--- src/hdl/hrlp_pkg.sv ---
package hrlp_pkg;

    // Default line length over which byte offsets wrap.
    localparam int unsigned HRLP_MAX_LINE = 4096;

    // Entries in the queue between the classifier and the parser.
    localparam int unsigned HRLP_Q_DEPTH = 2;

    // Width of the reported byte offsets.
    localparam int unsigned POS_OUT_W = 12;

    // Characters the parser looks for.
    localparam logic [7:0] CH_CR    = 8'h0D;
    localparam logic [7:0] CH_LF    = 8'h0A;
    localparam logic [7:0] CH_SPACE = 8'h20;
    localparam logic [7:0] CH_SLASH = 8'h2F;
    localparam logic [7:0] CH_DOT   = 8'h2E;
    localparam logic [7:0] CH_ZERO  = 8'h30;
    localparam logic [7:0] CH_NINE  = 8'h39;
    localparam logic [7:0] CH_UPPER_A = 8'h41;
    localparam logic [7:0] CH_UPPER_Z = 8'h5A;
    localparam logic [7:0] CH_H     = 8'h48;
    localparam logic [7:0] CH_T     = 8'h54;
    localparam logic [7:0] CH_P     = 8'h50;

    // Packed method names, first byte highest.
    localparam logic [31:0] METHOD_GET  = 32'h0047_4554;
    localparam logic [31:0] METHOD_HEAD = 32'h4845_4144;
    localparam logic [31:0] METHOD_POST = 32'h504F_5354;

    typedef enum logic [3:0] {
        CC_OTHER,
        CC_CR,
        CC_LF,
        CC_SPACE,
        CC_SLASH,
        CC_DOT,
        CC_H,
        CC_T,
        CC_P
    } char_class_t;

    // One classified byte as it travels from the front end to the parser.
    typedef struct packed {
        logic [7:0]  char_byte;
        char_class_t char_class;
        logic        is_upper;
        logic        is_digit;
        logic        is_nz_digit;
    } byte_item_t;

    typedef enum logic [3:0] {
        ST_START,
        ST_METHOD,
        ST_SP_URI,
        ST_URI,
        ST_PROTO,
        ST_H,
        ST_HT,
        ST_HTT,
        ST_HTTP,
        ST_MAJ_FIRST,
        ST_MAJ,
        ST_MIN_FIRST,
        ST_MIN,
        ST_SP_END,
        ST_CR
    } parse_state_t;

    typedef enum logic [1:0] {
        STAT_OK         = 2'd0,
        STAT_DONE       = 2'd1,
        STAT_BAD_METHOD = 2'd2,
        STAT_BAD_REQ    = 2'd3
    } status_t;

    typedef enum logic [1:0] {
        METH_GET     = 2'd0,
        METH_HEAD    = 2'd1,
        METH_POST    = 2'd2,
        METH_UNKNOWN = 2'd3
    } method_t;

endpackage

--- src/hdl/hrlp_front.sv ---
module hrlp_front (
    input  logic                byte_valid,
    input  logic [7:0]          byte_data,
    input  logic                queue_full,
    output logic                byte_stall,
    output logic                push,
    output hrlp_pkg::byte_item_t push_item
);
    import hrlp_pkg::*;

    char_class_t cls;

    // Sort each byte into the few classes the parser distinguishes.
    always_comb
    begin
        unique case (byte_data)
            CH_CR:    cls = CC_CR;
            CH_LF:    cls = CC_LF;
            CH_SPACE: cls = CC_SPACE;
            CH_SLASH: cls = CC_SLASH;
            CH_DOT:   cls = CC_DOT;
            CH_H:     cls = CC_H;
            CH_T:     cls = CC_T;
            CH_P:     cls = CC_P;
            default:  cls = CC_OTHER;
        endcase
    end

    always_comb
    begin
        push_item.char_byte   = byte_data;
        push_item.char_class  = cls;
        push_item.is_upper    = (byte_data >= CH_UPPER_A) && (byte_data <= CH_UPPER_Z);
        push_item.is_digit    = (byte_data >= CH_ZERO) && (byte_data <= CH_NINE);
        push_item.is_nz_digit = (byte_data > CH_ZERO) && (byte_data <= CH_NINE);
    end

    assign byte_stall = queue_full;
    assign push       = byte_valid && !queue_full;

endmodule

--- src/hdl/hrlp_queue.sv ---
module hrlp_queue (
    input  logic                 clk,
    input  logic                 rst_n,
    input  logic                 push,
    input  hrlp_pkg::byte_item_t push_item,
    output logic                 full,
    input  logic                 pop,
    output logic                 head_valid,
    output hrlp_pkg::byte_item_t head_item
);
    import hrlp_pkg::*;

    localparam int unsigned PTR_W = (HRLP_Q_DEPTH > 1) ? $clog2(HRLP_Q_DEPTH) : 1;
    localparam int unsigned CNT_W = $clog2(HRLP_Q_DEPTH + 1);

    byte_item_t       entry_reg [HRLP_Q_DEPTH];
    logic [PTR_W-1:0] wr_ptr_reg;
    logic [PTR_W-1:0] wr_ptr_next;
    logic [PTR_W-1:0] rd_ptr_reg;
    logic [PTR_W-1:0] rd_ptr_next;
    logic [CNT_W-1:0] count_reg;
    logic [CNT_W-1:0] count_next;

    assign full       = (count_reg == CNT_W'(HRLP_Q_DEPTH));
    assign head_valid = (count_reg != '0);
    assign head_item  = entry_reg[rd_ptr_reg];

    always_comb
    begin
        wr_ptr_next = wr_ptr_reg;
        rd_ptr_next = rd_ptr_reg;
        count_next  = count_reg;
        if (push)
        begin
            wr_ptr_next = (wr_ptr_reg == PTR_W'(HRLP_Q_DEPTH - 1)) ? '0 : wr_ptr_reg + 1'b1;
        end
        if (pop)
        begin
            rd_ptr_next = (rd_ptr_reg == PTR_W'(HRLP_Q_DEPTH - 1)) ? '0 : rd_ptr_reg + 1'b1;
        end
        if (push && !pop)
        begin
            count_next = count_reg + 1'b1;
        end
        else if (pop && !push)
        begin
            count_next = count_reg - 1'b1;
        end
    end

    always_ff @(posedge clk or negedge rst_n)
    begin
        if (!rst_n)
        begin
            wr_ptr_reg <= '0;
            rd_ptr_reg <= '0;
            count_reg  <= '0;
        end
        else
        begin
            wr_ptr_reg <= wr_ptr_next;
            rd_ptr_reg <= rd_ptr_next;
            count_reg  <= count_next;
        end
    end

    always_ff @(posedge clk)
    begin
        if (push)
        begin
            entry_reg[wr_ptr_reg] <= push_item;
        end
    end

endmodule

--- src/hdl/hrlp_back.sv ---
module hrlp_back #(
    parameter int unsigned MAX_LINE = hrlp_pkg::HRLP_MAX_LINE
) (
    input  logic                 clk,
    input  logic                 rst_n,
    input  logic                 head_valid,
    input  hrlp_pkg::byte_item_t head_item,
    output logic                 pop,
    output logic                 res_valid,
    input  logic                 res_stall,
    output logic [1:0]           res_status,
    output logic [1:0]           res_method,
    output logic [7:0]           res_major,
    output logic [7:0]           res_minor,
    output logic [11:0]          res_meth_end,
    output logic [11:0]          res_uri_open,
    output logic [11:0]          res_uri_end,
    output logic [11:0]          res_line_end
);
    import hrlp_pkg::*;

    localparam int unsigned POS_W = $clog2(MAX_LINE);
    localparam logic [POS_W-1:0] POS_LAST = POS_W'(MAX_LINE - 1);

    parse_state_t     state_reg;
    parse_state_t     state_next;
    logic [31:0]      chars_reg;
    logic [31:0]      chars_next;
    logic [2:0]       len_reg;
    logic [2:0]       len_next;
    logic [7:0]       major_reg;
    logic [7:0]       major_next;
    logic [7:0]       minor_reg;
    logic [7:0]       minor_next;
    logic [POS_W-1:0] pos_reg;
    logic [POS_W-1:0] pos_next;
    logic [POS_W-1:0] meth_end_reg;
    logic [POS_W-1:0] meth_end_next;
    logic [POS_W-1:0] uri_open_reg;
    logic [POS_W-1:0] uri_open_next;
    logic [POS_W-1:0] uri_end_reg;
    logic [POS_W-1:0] uri_end_next;
    method_t          method_reg;
    method_t          method_next;

    status_t          stat;
    logic [POS_W-1:0] line_end;
    logic             full_clear;
    logic [7:0]       c;
    logic [3:0]       digit;
    logic [11:0]      major_mac;
    logic [11:0]      minor_mac;
    logic [7:0]       major_sat;
    logic [7:0]       minor_sat;
    method_t          method_class;

    logic             out_valid_reg;
    logic             out_valid_next;
    status_t          out_status_reg;
    method_t          out_method_reg;
    logic [7:0]       out_major_reg;
    logic [7:0]       out_minor_reg;
    logic [11:0]      out_meth_end_reg;
    logic [11:0]      out_uri_open_reg;
    logic [11:0]      out_uri_end_reg;
    logic [11:0]      out_line_end_reg;

    // Offsets are reported in twelve bits: zero-extend, then keep the low part.
    function automatic logic [11:0] to_out(input logic [POS_W-1:0] p);
        logic [POS_W+11:0] ext;
        ext = {12'b0, p};
        return ext[11:0];
    endfunction

    assign c     = head_item.char_byte;
    assign digit = c[3:0];

    assign major_mac = ({4'b0, major_reg} * 12'd10) + {8'b0, digit};
    assign minor_mac = ({4'b0, minor_reg} * 12'd10) + {8'b0, digit};
    assign major_sat = (major_mac > 12'd255) ? 8'd255 : major_mac[7:0];
    assign minor_sat = (minor_mac > 12'd255) ? 8'd255 : minor_mac[7:0];

    always_comb
    begin
        if (len_reg == 3'd3 && chars_reg == METHOD_GET)
        begin
            method_class = METH_GET;
        end
        else if (len_reg == 3'd4 && chars_reg == METHOD_HEAD)
        begin
            method_class = METH_HEAD;
        end
        else if (len_reg == 3'd4 && chars_reg == METHOD_POST)
        begin
            method_class = METH_POST;
        end
        else
        begin
            method_class = METH_UNKNOWN;
        end
    end

    // A new byte enters whenever the result register is empty or being taken.
    assign pop = head_valid && (!out_valid_reg || !res_stall);

    always_comb
    begin
        state_next     = state_reg;
        chars_next     = chars_reg;
        len_next       = len_reg;
        major_next     = major_reg;
        minor_next     = minor_reg;
        meth_end_next  = meth_end_reg;
        uri_open_next  = uri_open_reg;
        uri_end_next   = uri_end_reg;
        method_next    = method_reg;
        stat           = STAT_OK;
        line_end       = '0;
        full_clear     = 1'b0;

        unique case (state_reg)
            ST_START:
            begin
                if (head_item.char_class == CC_CR || head_item.char_class == CC_LF)
                begin
                    state_next = ST_START;
                end
                else if (!head_item.is_upper)
                begin
                    stat = STAT_BAD_METHOD;
                end
                else
                begin
                    chars_next = {chars_reg[23:0], c};
                    len_next   = len_reg + 1'b1;
                    state_next = ST_METHOD;
                end
            end
            ST_METHOD:
            begin
                if (head_item.char_class == CC_SPACE)
                begin
                    meth_end_next = pos_reg;
                    method_next   = method_class;
                    state_next    = ST_SP_URI;
                end
                else if (!head_item.is_upper)
                begin
                    stat = STAT_BAD_METHOD;
                end
                else
                begin
                    if (len_reg < 3'd4)
                    begin
                        chars_next = {chars_reg[23:0], c};
                    end
                    if (len_reg != 3'd7)
                    begin
                        len_next = len_reg + 1'b1;
                    end
                end
            end
            ST_SP_URI:
            begin
                if (head_item.char_class == CC_SLASH)
                begin
                    uri_open_next = pos_reg;
                    state_next    = ST_URI;
                end
                else if (head_item.char_class != CC_SPACE)
                begin
                    stat = STAT_BAD_REQ;
                end
            end
            ST_URI:
            begin
                if (head_item.char_class == CC_SPACE)
                begin
                    uri_end_next = pos_reg;
                    state_next   = ST_PROTO;
                end
            end
            ST_PROTO:
            begin
                if (head_item.char_class == CC_H)
                begin
                    state_next = ST_H;
                end
                else if (head_item.char_class != CC_SPACE)
                begin
                    stat = STAT_BAD_REQ;
                end
            end
            ST_H:
            begin
                if (head_item.char_class == CC_T) state_next = ST_HT;
                else stat = STAT_BAD_REQ;
            end
            ST_HT:
            begin
                if (head_item.char_class == CC_T) state_next = ST_HTT;
                else stat = STAT_BAD_REQ;
            end
            ST_HTT:
            begin
                if (head_item.char_class == CC_P) state_next = ST_HTTP;
                else stat = STAT_BAD_REQ;
            end
            ST_HTTP:
            begin
                if (head_item.char_class == CC_SLASH) state_next = ST_MAJ_FIRST;
                else stat = STAT_BAD_REQ;
            end
            ST_MAJ_FIRST:
            begin
                if (head_item.is_nz_digit)
                begin
                    major_next = {4'b0, digit};
                    state_next = ST_MAJ;
                end
                else
                begin
                    stat = STAT_BAD_REQ;
                end
            end
            ST_MAJ:
            begin
                if (head_item.char_class == CC_DOT)
                begin
                    state_next = ST_MIN_FIRST;
                end
                else if (head_item.is_digit)
                begin
                    major_next = major_sat;
                end
                else
                begin
                    stat = STAT_BAD_REQ;
                end
            end
            ST_MIN_FIRST:
            begin
                if (head_item.is_digit)
                begin
                    minor_next = {4'b0, digit};
                    state_next = ST_MIN;
                end
                else
                begin
                    stat = STAT_BAD_REQ;
                end
            end
            ST_MIN, ST_SP_END:
            begin
                if (head_item.char_class == CC_CR)
                begin
                    state_next = ST_CR;
                end
                else if (head_item.char_class == CC_LF)
                begin
                    stat     = STAT_DONE;
                    line_end = pos_reg;
                end
                else if (head_item.char_class == CC_SPACE)
                begin
                    state_next = ST_SP_END;
                end
                else if (state_reg == ST_MIN && head_item.is_digit)
                begin
                    minor_next = minor_sat;
                end
                else
                begin
                    stat = STAT_BAD_REQ;
                end
            end
            ST_CR:
            begin
                if (head_item.char_class == CC_LF)
                begin
                    stat     = STAT_DONE;
                    line_end = (pos_reg == '0) ? POS_LAST : pos_reg - 1'b1;
                end
                else
                begin
                    stat = STAT_BAD_REQ;
                end
            end
            default:
            begin
                // An unused state code clears everything and reports continue.
                full_clear = 1'b1;
            end
        endcase

        if (full_clear || stat != STAT_OK)
        begin
            state_next     = ST_START;
            chars_next     = '0;
            len_next       = '0;
            major_next     = '0;
            minor_next     = '0;
            pos_next       = '0;
            meth_end_next  = '0;
            uri_open_next  = '0;
            uri_end_next   = '0;
            method_next    = METH_UNKNOWN;
        end
        else
        begin
            pos_next = (pos_reg == POS_LAST) ? '0 : pos_reg + 1'b1;
        end
    end

    always_comb
    begin
        out_valid_next = out_valid_reg && res_stall;
        if (pop)
        begin
            out_valid_next = 1'b1;
        end
    end

    always_ff @(posedge clk or negedge rst_n)
    begin
        if (!rst_n)
        begin
            state_reg     <= ST_START;
            chars_reg     <= '0;
            len_reg       <= '0;
            major_reg     <= '0;
            minor_reg     <= '0;
            pos_reg       <= '0;
            meth_end_reg  <= '0;
            uri_open_reg  <= '0;
            uri_end_reg   <= '0;
            method_reg    <= METH_UNKNOWN;
            out_valid_reg <= 1'b0;
        end
        else
        begin
            if (pop)
            begin
                state_reg     <= state_next;
                chars_reg     <= chars_next;
                len_reg       <= len_next;
                major_reg     <= major_next;
                minor_reg     <= minor_next;
                pos_reg       <= pos_next;
                meth_end_reg  <= meth_end_next;
                uri_open_reg  <= uri_open_next;
                uri_end_reg   <= uri_end_next;
                method_reg    <= method_next;
            end
            out_valid_reg <= out_valid_next;
        end
    end

    // Result payload; fields other than status read zero unless the line completed.
    always_ff @(posedge clk)
    begin
        if (pop)
        begin
            out_status_reg <= stat;
            if (stat == STAT_DONE)
            begin
                out_method_reg    <= method_reg;
                out_major_reg     <= major_reg;
                out_minor_reg     <= minor_reg;
                out_meth_end_reg  <= to_out(meth_end_reg);
                out_uri_open_reg  <= to_out(uri_open_reg);
                out_uri_end_reg   <= to_out(uri_end_reg);
                out_line_end_reg  <= to_out(line_end);
            end
            else
            begin
                out_method_reg    <= METH_GET;
                out_major_reg     <= '0;
                out_minor_reg     <= '0;
                out_meth_end_reg  <= '0;
                out_uri_open_reg  <= '0;
                out_uri_end_reg   <= '0;
                out_line_end_reg  <= '0;
            end
        end
    end

    assign res_valid      = out_valid_reg;
    assign res_status     = out_status_reg;
    assign res_method     = out_method_reg;
    assign res_major      = out_major_reg;
    assign res_minor      = out_minor_reg;
    assign res_meth_end   = out_meth_end_reg;
    assign res_uri_open   = out_uri_open_reg;
    assign res_uri_end    = out_uri_end_reg;
    assign res_line_end   = out_line_end_reg;

endmodule

--- src/hdl/http_request_line_parser_core.sv ---
// Throughput: one byte per clock cycle while the result side does not stall.
// Path: an accepted byte is written into the queue; the parser pops it when its result
// register is free or being emptied, and the result is held there until it is taken.
// Reset: rst_n clears the queue, the parser state (start state, method unknown, all
// offsets and accumulators zero) and the result valid flag at once.
module http_request_line_parser_core #(
    parameter int unsigned MAX_LINE = hrlp_pkg::HRLP_MAX_LINE
) (
    input  logic        clk,
    input  logic        rst_n,
    // Byte channel.
    input  logic        in_valid,
    output logic        in_stall,
    input  logic [7:0]  byte_in,
    // Result channel.
    output logic        out_valid,
    input  logic        out_stall,
    output logic [1:0]  status,
    output logic [1:0]  method_code,
    output logic [7:0]  version_major,
    output logic [7:0]  version_minor,
    output logic [11:0] method_end_pos,
    output logic [11:0] uri_start_pos,
    output logic [11:0] uri_end_pos,
    output logic [11:0] line_end_pos
);
    import hrlp_pkg::*;

    // The front end classifies every byte as it arrives and drops it into a
    // short queue. The back end pops one classified byte per cycle whenever
    // its result register is free or being emptied, so a stalled result side
    // only backs up the queue, and the input stalls once the queue is full.
    logic       push;
    logic       pop;
    logic       queue_full;
    logic       head_valid;
    byte_item_t push_item;
    byte_item_t head_item;

    hrlp_front u_front (
        .byte_valid (in_valid),
        .byte_data  (byte_in),
        .queue_full (queue_full),
        .byte_stall (in_stall),
        .push       (push),
        .push_item  (push_item)
    );

    hrlp_queue u_queue (
        .clk        (clk),
        .rst_n      (rst_n),
        .push       (push),
        .push_item  (push_item),
        .full       (queue_full),
        .pop        (pop),
        .head_valid (head_valid),
        .head_item  (head_item)
    );

    // The parser walks the request line one byte per transfer and produces
    // exactly one result for each byte, with the line fields filled in only
    // when the line completes.
    hrlp_back #(
        .MAX_LINE (MAX_LINE)
    ) u_back (
        .clk            (clk),
        .rst_n          (rst_n),
        .head_valid     (head_valid),
        .head_item      (head_item),
        .pop            (pop),
        .res_valid      (out_valid),
        .res_stall      (out_stall),
        .res_status     (status),
        .res_method     (method_code),
        .res_major      (version_major),
        .res_minor      (version_minor),
        .res_meth_end   (method_end_pos),
        .res_uri_open   (uri_start_pos),
        .res_uri_end    (uri_end_pos),
        .res_line_end   (line_end_pos)
    );

endmodule
--- config.mk ---
export PLATFORM = sky130hd
export DESIGN_NAME = http_request_line_parser_core
export DESIGN_NICKNAME = d
export VERILOG_FILES = /design/src/hdl/hrlp_pkg.sv /design/src/hdl/hrlp_front.sv /design/src/hdl/hrlp_queue.sv /design/src/hdl/hrlp_back.sv /design/src/hdl/http_request_line_parser_core.sv
export SDC_FILE = /design/constraint.sdc
export NUM_CORES = 1
export LEC_CHECK = 0
export ABC_CLOCK_PERIOD_IN_PS = 5600
export BUFFER_PORTS_ARGS = -buffer_cell sky130_fd_sc_hd__buf_2
export CORE_UTILIZATION = 60
export CTS_CLUSTER_SIZE = 30
export DETAILED_ROUTE_END_ITERATION = 16
export MAX_ROUTING_LAYER = met4
export PLACE_DENSITY = 0.88
export SYNTH_ARGS = -nofsm -noshare
export SYNTH_HDL_FRONTEND = slang
export SYNTH_SLANG_ARGS = --single-unit
--- constraint.sdc ---
create_clock -name clk -period 5.6 [get_ports clk]
set_clock_uncertainty 0.1 [all_clocks]
set_input_delay 1.12 -clock clk [delete_from_list [all_inputs] [get_ports clk]]
set_output_delay 1.12 -clock clk [all_outputs]
set_load 0.02 [all_outputs]
==> flow_summary.toml <==
[worst_hold_path]
worstHoldStart = "u_back.method_reg[1]$_DFFE_PN1P_"
hold_path_class = "reg -> reg"

[cells_and_area]
fillers = 1132
multi_input_area_um2 = 4290
antenna_cells = 0
layout-drive-gt1-share_pct = 15.8
fin_util_pct = 69.5
largest_reg_flops = 32
nNetsFinal = 1034
finalInstanceArea_um2 = 11600
regArea_um2 = 5700
final_cells = 1216
area_growth_pct = 11.5

[setup_path]
r2r_slack_ns = 1.40
crit_path_end_kind = "flip-flop"
critPathBufInv = 0
cp-start-kind = "flip-flop"
cp-startpoint = "u_queue.rd_ptr_reg$_DFFE_PN0P_"
cp_slowest_cell = "dfrtp_1"
r2r-start = "u_queue.rd_ptr_reg$_DFFE_PN0P_"
arrival_ns = 4.37
crit_type = "reg -> reg"
worst_ep_required_time_ns = 5.77
slowest_delay_ns = 1.04
crit_fanout = 32
critical_path.top_delay_family = "simple AND/OR/NAND/NOR gates"
worstPathCellList = "nor4bb_1 -> o21ai_0 -> a22oi_1 -> o31a_1 -> nand3_1 -> and2_0 -> and2_1"

[global_routing]
grt_usage_pct = 26.5
grt-ovfl-total = 0
grt_max_degree = 82
grt_antenna_before_repair = 0
grt_pass1_vias = 7263
grt_first_pass_wirelength_mm = 36.9

[clock_network]
cts_tree = "done"
clock_latency_ns = 0.51
cts_buffer_depth = 3
ctsResizeCount = 0
cts.reportedPaths.clkPinSlew_ns = 0.06
cts_made_buffers = 22
htreeDepth = 1
cts_hold_buf = 0
numClockSinks = 208
clockRootBuffer = "clkbuf_16"
cts_setup_buffers = 0

[timing]
finalSetupTns_ns = 0
fin_crit_sh_pct = 75.0
final_hold_viol_count = 0
grt_setup_unrepaired = "no"
setup_viol = 0
fmax_mhz = 238
maxSlewHeadroom_pct = 19.0
post-route-min-period_ns = 4.20
worstMarginPinSlew_ns = 1.21
drv_slew = 0

[floorplanning]
die_area_um2 = 17900
design.core.area_um2 = 16800
start_util_pct = 62.3
io_pins = 82
die_w_um = 134
die_h_um = 134
rows = 47

[run_status]
run_status = "finished, final reports clean"

[yosys]
syn-num-nets = 982
yosysMostFrequentCell = "dfrtp_1"
synth_area_um2 = 10400
ys_seq_elements = 208
async_flop_share_pct = 52.9
synthSimpleGateAreaFrac_pct = 16.0
syn_inst = 928
synth_mux_area_share_pct = 2.53
synth_edf_count = 98
synth_adder_area_share_pct = 5.32
avgSynthCellArea_um2 = 11.3
yosys-top-cells-count = "dfrtp_1, edfxtp_1, and3_1"
synth_top_area_share_pct = 28.2
ys_seq_area_share_pct = 54.6
ys_types = 78
yosys.area.top_type = "edfxtp_1"
ys_warn_count = 0
synth_top_family_by_area = "simple AND/OR/NAND/NOR gates"
synth-compound-area-share_pct = 15.8
synth_flop_cell = "dfrtp_1"
yosys-top-cells-area = "edfxtp_1, dfrtp_1, a22o_1"
synth-xor-area-share_pct = 1.43

[placement]
dp_cells = 1176
gp_congestion = 0.949
hpwl_mm = 14.8
numPortBuffers = 81
placed_area_um2 = 10900

[detailed_routing]
wl_per_cell_um = 18.6
drt_iter0_markers = 728
routed_wl_mm = 22.6
antenna_left = 0
drc = 0
vias = 7686
post_drt_via_cell_ratio = 6.32
dr.pass1.iters = 7

[job]
drv_cap = 0

[power]
pwr-share-comb_pct = 35.6
vdd_drop_max_mv = 0.324
p_per_area_nw_per_um2 = 508
netSwitchingFraction_pct = 39.9
clkPwrFrac_pct = 24.2
p_leak_nw = 5.19
pwr-share-seq_pct = 40.2
switchingPower_mw = 2.36
internal-power_mw = 3.55
==> metrics by stage <==
step                hold WS, ns  power [mW]  setup WS, ns
finish                    0.378        5.91          1.40
global route              0.394        6.22          1.07
CTS                       0.381        5.91          1.47
detailed placement        0.371        4.46          1.51
global placement          0.371        4.40          1.64
floorplan                 0.357        3.90         0.927
==> power groups by stage <==
stage               sequential, mW  clock, mW  combinational (mW)
global route                  2.42       1.50                2.30
global placement              2.38          0                2.02
floorplan                     2.44          0                1.46
CTS                           2.37       1.45                2.10
detailed placement            2.39          0                2.07
finish                        2.38       1.43                2.11
==> worst register-to-register path, cell delays in order (launching register included) <==
cell and delay [ns]:
dfrtp_1 1.04, nor4bb_1 0.37, o21ai_0 0.23, a22oi_1 0.26, o31a_1 0.29, nand3_1 0.83, and2_0 0.65, and2_1 0.22
==> layer usage <==
layer  track usage (%)  part of all wire [%]  vias up
met4              9.72                   2.5        0
met3              3.21                   6.8       57
met5                 -                     0        -
li1                  -                     -     3577
met2              41.9                    48      324
met1              35.6                    43     3728
==> cell families after synthesis <==
kind of cell	Yosys count
AOI/OAI and AO/OA	228
xor gates and xnor gates	17
and+or+nand+nor	295
DFF	208
muxes	25
adders and majority gates	42
buffers and inverters	113
==> layout make-up <==
type	count	share of cell area, %
multi-input cells	607	36.9
repair buffers	89	4.02
clock inverters	9	0.946
well taps	220	2.36
inverters	52	1.68
clock buffers	31	5.19
flip-flops and latches	208	48.9
==> path summary, 6_finish.rpt <==
path,endpoint,depth (start not counted)
worst max-delay path,u_back.res_line_end[3]$_SDFFCE_PP0P_,7
worst min-delay path,u_back.method_reg[1]$_DFFE_PN1P_,2
worst max register to register,u_back.res_line_end[3]$_SDFFCE_PP0P_,7
worst min register to register,u_back.method_reg[1]$_DFFE_PN1P_,2
max in group asynchronous,u_back.meth_end_reg[2]$_DFFE_PN0P_,2
min in group asynchronous,u_back.chars_reg[16]$_DFFE_PN0P_,1
==> cell usage in the layout, fill, tap and decap left out, types with 38 or more instances in the layout <==
cell	instances
buf_2	80
and3_1	62
ha_1	38
nand2_1	50
nor2_1	46
a22o_1	60
edfxtp_1	98
o21ai_0	50
inv_1	51
dfrtp_1	108
(Power assumes the default switching activity.)
